$ cat config.mk
export PLATFORM = sky130hd
export DESIGN_NAME = sorted_value_list
export DESIGN_NICKNAME = d
export VERILOG_FILES = /design/src/design/svl_pkg.sv /design/src/design/svl_ctrl.sv /design/src/design/svl_cells.sv /design/src/design/sorted_value_list.sv
export VERILOG_INCLUDE_DIRS = /design/src /design/src/design
export SDC_FILE = /design/constraint.sdc
export NUM_CORES = 2
export LEC_CHECK = 0
export ABC_CLOCK_PERIOD_IN_PS = 12900
export BUFFER_PORTS_ARGS = -buffer_cell sky130_fd_sc_hd__buf_2
export CORE_MARGIN = 5
export CORE_UTILIZATION = 55
export DETAILED_ROUTE_END_ITERATION = 10
export PLACE_DENSITY_LB_ADDON = 0.05
export SLEW_MARGIN = 20
export SYNTH_ARGS = -nofsm -noshare
export SYNTH_HDL_FRONTEND = slang
export SYNTH_SLANG_ARGS = --single-unit
$ cat constraint.sdc
create_clock -name clk_i -period 12.9 [get_ports clk_i]
set_input_delay 1.29 -clock clk_i [delete_from_list [all_inputs] [get_ports clk_i]]
set_output_delay 1.29 -clock clk_i [all_outputs]
set_load 0.005 [all_outputs]
$ cat src/design/sorted_value_list_macros.svh
// Assertion macros used by the sorted value list controller.
`ifndef SORTED_VALUE_LIST_MACROS_SVH
`define SORTED_VALUE_LIST_MACROS_SVH

// Property checked on every rising clock edge outside reset.
`define SVL_ASSERT(label, prop, msg) \
  label: assert property (@(posedge clk_i) disable iff (!rst_ni) (prop)) else $error(msg);

// Condition that must never hold.
`define SVL_ASSERT_NEVER(label, cond, msg) \
  `SVL_ASSERT(label, !(cond), msg)

`endif

$ cat src/design/svl_pkg.sv
// Shared constants, codes and types of the sorted value list.
package svl_pkg;

  localparam int DEPTH = 32;
  localparam int IDX_W = (DEPTH > 1) ? $clog2(DEPTH) : 1;
  localparam int CNT_W = $clog2(DEPTH + 1);

  localparam int CMD_W    = 3;
  localparam int VAL_W    = 32;
  localparam int STAT_W   = 2;
  localparam int POS_W    = 5;
  localparam int NUM_W    = 6;
  localparam int OUT_BITS = STAT_W + 1 + POS_W + VAL_W + NUM_W;
  localparam int OUT_TDATA_W = ((OUT_BITS + 7) / 8) * 8;

  localparam logic [CMD_W-1:0] CMD_INSERT    = 3'd0;
  localparam logic [CMD_W-1:0] CMD_REMOVE    = 3'd1;
  localparam logic [CMD_W-1:0] CMD_SEARCH    = 3'd2;
  localparam logic [CMD_W-1:0] CMD_CLEAR     = 3'd3;
  localparam logic [CMD_W-1:0] CMD_DUMP_UP   = 3'd4;
  localparam logic [CMD_W-1:0] CMD_DUMP_DOWN = 3'd5;

  localparam logic [STAT_W-1:0] STAT_OK        = 2'd0;
  localparam logic [STAT_W-1:0] STAT_FULL      = 2'd1;
  localparam logic [STAT_W-1:0] STAT_NOT_FOUND = 2'd2;

  // Controller to datapath
  typedef struct packed {
    logic             exec;  // run the accepted command, load its result
    logic             emit;  // load one dump result from the cell at idx
    logic             last;
    logic [IDX_W-1:0] idx;
  } ctl_cmd_t;

  typedef struct packed {
    logic [STAT_W-1:0]       status;
    logic                    found;
    logic [POS_W-1:0]        position;
    logic signed [VAL_W-1:0] item_value;
    logic [NUM_W-1:0]        element_count;
    logic                    last;
  } res_t;

endpackage

$ cat src/design/svl_ctrl.sv
// Controller: input/output handshake and dump sequencing.
`include "sorted_value_list_macros.svh"

module svl_ctrl (
  input  logic                     clk_i,
  input  logic                     rst_ni,
  input  logic                     in_valid_i,
  output logic                     in_ready_o,
  input  logic [svl_pkg::CMD_W-1:0] command_i,
  output logic                     out_valid_o,
  input  logic                     out_ready_i,
  input  logic [svl_pkg::CNT_W-1:0] count_i,
  output svl_pkg::ctl_cmd_t        cmd_o
);
  import svl_pkg::*;

  localparam logic S_IDLE = 1'b0;
  localparam logic S_DUMP = 1'b1;

  logic             state_q, state_d;
  logic [CNT_W-1:0] dump_cnt_q, dump_cnt_d;
  logic             dump_down_q, dump_down_d;
  logic             out_valid_q, out_valid_d;
  logic             can_load, accept, is_dump;
  logic [CNT_W-1:0] dump_pos;

  assign can_load   = !out_valid_q || out_ready_i;
  assign in_ready_o = (state_q == S_IDLE) && can_load;
  assign accept     = in_valid_i && in_ready_o;
  assign is_dump    = (command_i == CMD_DUMP_UP) || (command_i == CMD_DUMP_DOWN);
  assign dump_pos   = dump_down_q ? (count_i - CNT_W'(1) - dump_cnt_q) : dump_cnt_q;
  assign out_valid_o = out_valid_q;

  always_comb begin
    state_d     = state_q;
    dump_cnt_d  = dump_cnt_q;
    dump_down_d = dump_down_q;
    cmd_o.exec  = 1'b0;
    cmd_o.emit  = 1'b0;
    cmd_o.last  = (dump_cnt_q + CNT_W'(1)) == count_i;
    cmd_o.idx   = dump_pos[IDX_W-1:0];
    case (state_q)
      S_IDLE: begin
        if (accept) begin
          if (is_dump && (count_i != '0)) begin
            state_d     = S_DUMP;
            dump_cnt_d  = '0;
            dump_down_d = (command_i == CMD_DUMP_DOWN);
          end else begin
            cmd_o.exec = 1'b1;
          end
        end
      end
      S_DUMP: begin
        if (can_load) begin
          cmd_o.emit = 1'b1;
          dump_cnt_d = dump_cnt_q + CNT_W'(1);
          if (cmd_o.last) begin
            state_d = S_IDLE;
          end
        end
      end
      default: begin
        state_d = S_IDLE;
      end
    endcase
  end

  always_comb begin
    if (cmd_o.exec || cmd_o.emit) begin
      out_valid_d = 1'b1;
    end else if (out_ready_i) begin
      out_valid_d = 1'b0;
    end else begin
      out_valid_d = out_valid_q;
    end
  end

  always_ff @(posedge clk_i or negedge rst_ni) begin
    if (!rst_ni) begin
      state_q     <= S_IDLE;
      dump_cnt_q  <= '0;
      dump_down_q <= 1'b0;
      out_valid_q <= 1'b0;
    end else begin
      state_q     <= state_d;
      dump_cnt_q  <= dump_cnt_d;
      dump_down_q <= dump_down_d;
      out_valid_q <= out_valid_d;
    end
  end

  `SVL_ASSERT(a_dump_nonempty, (state_q == S_DUMP) |-> (count_i != '0), "dump of empty store")
  `SVL_ASSERT(a_dump_in_range, (state_q == S_DUMP) |-> (dump_cnt_q < count_i), "dump overrun")
  `SVL_ASSERT(a_dump_ends, (state_q == S_DUMP && cmd_o.emit && cmd_o.last) |=> (state_q == S_IDLE), "dump did not end")
  `SVL_ASSERT_NEVER(a_one_load, cmd_o.exec && cmd_o.emit, "exec and emit together")

endmodule

$ cat src/design/svl_cells.sv
// Datapath: ordered cell array with parallel compare and shift, result register.
module svl_cells (
  input  logic                             clk_i,
  input  logic                             rst_ni,
  input  svl_pkg::ctl_cmd_t                cmd_i,
  input  logic [svl_pkg::CMD_W-1:0]        command_i,
  input  logic signed [svl_pkg::VAL_W-1:0] operand_i,
  output logic [svl_pkg::CNT_W-1:0]        count_o,
  output svl_pkg::res_t                    res_o
);
  import svl_pkg::*;

  logic signed [VAL_W-1:0] cells_q [DEPTH];
  logic signed [VAL_W-1:0] cells_d [DEPTH];
  logic [CNT_W-1:0]        count_q, count_d;
  res_t                    res_q, exec_res;
  logic [DEPTH-1:0]        lt, eq;
  logic [IDX_W-1:0]        ins_p, eq_p;
  logic                    full, hit;

  assign full = count_q == CNT_W'(DEPTH);
  assign hit  = |eq;

  // Per-cell compares against the operand, limited to occupied cells
  always_comb begin
    for (int i = 0; i < DEPTH; i++) begin
      lt[i] = (CNT_W'(i) < count_q) && (cells_q[i] < operand_i);
      eq[i] = (CNT_W'(i) < count_q) && (cells_q[i] == operand_i);
    end
  end

  // First cell not below the operand, and first equal cell
  always_comb begin
    ins_p = '0;
    eq_p  = '0;
    for (int i = DEPTH - 1; i >= 0; i--) begin
      if (!lt[i]) begin
        ins_p = IDX_W'(i);
      end
      if (eq[i]) begin
        eq_p = IDX_W'(i);
      end
    end
  end

  always_comb begin
    cells_d  = cells_q;
    count_d  = count_q;
    exec_res = '0;
    exec_res.last = 1'b1;
    case (command_i)
      CMD_INSERT: begin
        if (full) begin
          exec_res.status = STAT_FULL;
        end else begin
          for (int i = 1; i < DEPTH; i++) begin
            if (IDX_W'(i) > ins_p) begin
              cells_d[i] = cells_q[i-1];
            end
          end
          for (int i = 0; i < DEPTH; i++) begin
            if (IDX_W'(i) == ins_p) begin
              cells_d[i] = operand_i;
            end
          end
          count_d             = count_q + CNT_W'(1);
          exec_res.position   = POS_W'(ins_p);
          exec_res.item_value = operand_i;
        end
      end
      CMD_REMOVE, CMD_SEARCH: begin
        if (!hit) begin
          exec_res.status = STAT_NOT_FOUND;
        end else begin
          if (command_i == CMD_REMOVE) begin
            for (int i = 0; i < DEPTH - 1; i++) begin
              if (IDX_W'(i) >= eq_p) begin
                cells_d[i] = cells_q[i+1];
              end
            end
            count_d = count_q - CNT_W'(1);
          end
          exec_res.found      = 1'b1;
          exec_res.position   = POS_W'(eq_p);
          exec_res.item_value = operand_i;
        end
      end
      CMD_CLEAR: begin
        count_d = '0;
      end
      default: begin
        // dump of an empty store and unused codes: zero result apart from element count and last
      end
    endcase
    exec_res.element_count = NUM_W'(count_d);
  end

  always_ff @(posedge clk_i or negedge rst_ni) begin
    if (!rst_ni) begin
      count_q <= '0;
    end else if (cmd_i.exec) begin
      count_q <= count_d;
    end
  end

  always_ff @(posedge clk_i) begin
    if (cmd_i.exec) begin
      cells_q <= cells_d;
    end
  end

  always_ff @(posedge clk_i) begin
    if (cmd_i.exec) begin
      res_q <= exec_res;
    end else if (cmd_i.emit) begin
      res_q.status        <= STAT_OK;
      res_q.found         <= 1'b0;
      res_q.position      <= POS_W'(cmd_i.idx);
      res_q.item_value    <= cells_q[cmd_i.idx];
      res_q.element_count <= NUM_W'(count_q);
      res_q.last          <= cmd_i.last;
    end
  end

  assign count_o = count_q;
  assign res_o   = res_q;

endmodule

$ cat src/design/sorted_value_list.sv
// Sorted value list top level: stream ports, controller and cell datapath.
//
// Usage: a bounded store of signed 32-bit values kept in ascending order.
// Input transactions carry a command in s_axis_tuser and an operand in
// s_axis_tdata: insert, remove, search, clear, dump ascending, dump descending.
// Each result transaction gives status, found, position, value and element
// count in m_axis_tdata; m_axis_tlast marks the final result of a command.
// Insert, remove, search and clear run in the cycle of acceptance; the result
// is registered and shows in the next cycle. One such command per cycle is
// taken while the result register is free or being drained.
// A dump of N values (N > 0) is accepted into a dump state, which then loads
// one value per cycle out of the cell array while the result register is free
// or being drained; no input is taken until its last result has been loaded.
// A dump of an empty store gives one zero result. Reset clears the element
// count and empties the result register; cell contents are left as they are
// and never read beyond the count. When the receiver stalls, the result
// register holds and s_axis_tready drops until it is taken.
module sorted_value_list (
  input  logic                              clk_i,
  input  logic                              rst_ni,
  input  logic                              s_axis_tvalid,
  output logic                              s_axis_tready,
  input  logic [svl_pkg::VAL_W-1:0]         s_axis_tdata,   // [31:0] operand_value
  input  logic [svl_pkg::CMD_W-1:0]         s_axis_tuser,   // [2:0] command
  output logic                              m_axis_tvalid,
  input  logic                              m_axis_tready,
  // [1:0] status, [2] found, [7:3] position, [39:8] item_value,
  // [45:40] element_count, [47:46] zero
  output logic [svl_pkg::OUT_TDATA_W-1:0]   m_axis_tdata,
  output logic                              m_axis_tlast
);
  import svl_pkg::*;

  ctl_cmd_t         cmd;
  res_t             res;
  logic [CNT_W-1:0] count;

  svl_ctrl u_ctrl (
    .clk_i       (clk_i),
    .rst_ni      (rst_ni),
    .in_valid_i  (s_axis_tvalid),
    .in_ready_o  (s_axis_tready),
    .command_i   (s_axis_tuser),
    .out_valid_o (m_axis_tvalid),
    .out_ready_i (m_axis_tready),
    .count_i     (count),
    .cmd_o       (cmd)
  );

  svl_cells u_cells (
    .clk_i     (clk_i),
    .rst_ni    (rst_ni),
    .cmd_i     (cmd),
    .command_i (s_axis_tuser),
    .operand_i ($signed(s_axis_tdata)),
    .count_o   (count),
    .res_o     (res)
  );

  assign m_axis_tdata = {{(OUT_TDATA_W - OUT_BITS){1'b0}}, res.element_count,
                         res.item_value, res.position, res.found, res.status};
  assign m_axis_tlast = res.last;

endmodule

==> metrics.yaml <==
critical_path:
  start_kind: "input port"
  crit_family: "compound AO/OA/AOI/OAI gates"
  crit_path_cell_trace: "buf_2 -> clkinv_1 -> buf_12 -> ha_1 -> a21oi_1 -> o21ai_0 -> and2_1 -> o41a_1 -> a2111oi_0 -> mux2i_1 -> nand2_1 -> a2111oi_1 -> nand2_1 -> a22oi_2 -> and3_2 -> nor3_1 -> nor3_2 -> buf_4"
  cp_data_required_time_ns: 13.34
  cp_slowest_stage_delay_ns: 1.17
  crit_fanout: 33
  cp_slowest_cell: "and3_2"
  path_class: "in2reg"
  cp_num_buf_inv: 4
  crit_arrival_ns: 10.34
  worstSetupEndpointType: "flip-flop"
  crit_path_frequent_cell: "nand2_1"
finish:
  drive_gt1_share_pct: 10.7
  area_delta_synth_final_pct: 8.10
  final_common_cell: "nand2_1"
  nNetsFinal: 9541
  post-route-util_pct: 59.7
  fillCellCount: 13542
  final_cell_mix: "nand2_1 (1285), edfxtp_1 (1070), ha_1 (1032)"
clock_tree:
  postCtsSetupBuffers: 0
  clkTransAtPathRegs_ns: 0.06
  clk_latency_ns: 0.83
  cts_resized: 0
  clock_path_buffers: 3
  cts_made_buffers: 139
  cts_tree: "done"
  htree_levels: 4
  hold_buffers: 0
  numClockSinks: 1086
  root_buffer: "clkbuf_16"
synthesis:
  yosysTopAreaCell: "edfxtp_1"
  async_flop_share_pct: 1.38
  netlist-cell-type-count: 113
  synth.cell_area_um2: 88600
  synth_flop_cell: "edfxtp_1"
  syn_area_per_cell_um2: 10.3
  synthTopCellsByArea: "edfxtp_1 (36%), ha_1 (15%), mux2i_1 (10%), mux4_2 (7.3%), nand2_1 (5.5%)"
  synth_enable_flop_cells: 1070
  ys_ff_latch: 1086
  synth.top_cell.area_share_pct: 36.2
  ys_seq_area_share_pct: 36.7
  synth_cells: 8627
  yosys_warnings: 0
placement:
  dp_slack_ns: 2.83
  finalWeightedCongestion: 1.00
  io_buffers: 87
  dp_hpwl_mm: 267
global_routing:
  grt_overflow: 0
  grt_usage_pct: 42.5
  grt_max_degree: 232
  grt_antenna_before_repair: 34
  grt_pass1_vias: 73514
  grt_first_pass_wirelength_mm: 527
timing:
  drv_slew: 0
  setup_violations: 0
  period_needed_ns: 9.89
  final_hold_viol_count: 0
  setup_slack_ns: 3.01
  fin_tns_setup_ns: 0
  slew-limit-headroom_pct: 12.5
  max_freq_mhz: 101
  whs_ns: 0.419
  rsz0062_at_grt: "no"
  fin_crit_sh_pct: 76.7
  finClkSkew_ns: 0.0357
  tightest_slew_ns: 1.29
min_path:
  hold_class: "in2async"
drt:
  drcViolationCount: 0
  avgViaCountPerCell: 7.23
  ant_nets: 0
  drtPass1Iterations: 8
  drtIter0Drc: 11279
  wl_per_cell_um: 34.5
  vias: 77825
  wl_mm: 371
floorplan:
  die_h_um: 411
  io_pins: 90
  start_util_pct: 55.3
  die_area_um2: 169000
  die_width_um: 411
  row_count: 147
  core_um2: 160000
power:
  netSwitchingPower_mw: 6.77
  total_power_mw: 16.2
  p_leak_nw: 36.7
  pwr-share-comb_pct: 47.9
  p_clk_share_pct: 24.5
  p_seq_share_pct: 27.6
  vdd_ir_drop_max_mv: 0.388
  cellInternalPower_mw: 9.40
  p_sw_share_pct: 41.9
  powerDensity_nw_per_um2: 169
run:
  cap_violations: 0
run_status:
  outcome: "finished, final reports clean"
## worst paths after layout
path	start	endpoint	slack, ns	cells after the start
setup / recovery	s_axis_tdata[7]	u_cells.cells_q[736]	3.01	18
hold / removal	rst_ni	u_ctrl.state_q	0.42	1
setup reg to reg	u_cells.count_o[1]	u_cells.cells_q[736]	4.74	14
hold reg to reg	u_ctrl.dump_cnt_q[5]	u_ctrl.dump_cnt_q[5]	0.51	2
max in group asynchronous	rst_ni	u_cells.count_o[3]	12.16	1
min in group clk_i	u_ctrl.dump_cnt_q[5]	u_ctrl.dump_cnt_q[5]	0.51	2
## power by group through the flow
stage	Sequential, mW	Clock (mW)	Combinational (mW)
floorplan	4.40	0	4.56
global route	4.47	4.12	7.98
CTS	4.45	3.96	7.48
finish	4.46	3.96	7.75
detailed placement	4.52	0	7.47
global placement	4.52	0	7.39
## kinds of logic (layout without fill, tap and decap cells)
group / after synthesis / in the layout / share of synthesized area [%]
muxes: 1202 / 1202 / 17.6
buffers and inverters: 715 / 667 / 3.50
other: 1 / 20 / 0.00423
AOI/OAI and AO/OA: 2109 / 2109 / 14.4
xor gates and xnor gates: 14 / 14 / 0.138
DFF: 1086 / 1086 / 36.7
adders and majority gates: 1033 / 1033 / 14.6
and+or+nand+nor: 2467 / 2467 / 13.0
## cell usage after synthesis (all sizes together), types with 188 or more instances
cell type and instances:
a21oi 348, buf 188, clkbuf 393, edfxtp 1070, ha 1032, mux2i 906
mux4 288, nand2 1289, nand3 316, nand4 238, nor2 233, o21ai 1059
## state kept, by name, summed over array words and instances (netlist names)
| register | cells |
|---|---|
| u_cells.cells_q | 1024 |
| u_ctrl.state_q | 1 |
| u_cells.count_o | 6 |
| u_cells.res_o | 47 |
| u_ctrl.out_valid_o | 1 |
| u_ctrl.dump_cnt_q | 6 |
| u_ctrl.dump_down_q | 1 |
## through the flow
| stage | instances | instance area, um2 |
|---|---|---|
| after detailed placement | 10487 | 91300 |
| after CTS | 10739 | 95700 |
| after floorplan | 8628 | 88700 |
| after global placement | 10486 | 91300 |
| final | 10758 | 95800 |
| after global routing | 10753 | 95800 |
## layer usage
metal,global-route usage [%],wire length (um)
met4,27.3,28400
met3,9.97,41000
met5,0,85
met2,63.7,161000
met1,55.5,140000
## worst reg2reg max path, delay by kind of cell (launching register included)
kind	cells	cell delay [ns]
compound gates	5	2.96
simple gates	7	2.61
fa+ha+maj	1	0.90
flops	1	0.84
buf+inv	1	0.47
## area by class of cell
| type | instances | area (um2) | area share, % |
|---|---|---|---|
| sequential | 1086 | 32500 | 33.9 |
| antenna | 18 | 45.0 | 0.0470 |
| clock inverter | 68 | 627 | 0.654 |
| multi-input combinational | 6827 | 53600 | 56.0 |
| inverter | 134 | 503 | 0.525 |
| tap | 2160 | 2700 | 2.82 |
| timing repair buffer | 281 | 2020 | 2.11 |
| clock buffer | 184 | 3780 | 3.95 |
(Power assumes the default switching activity.)
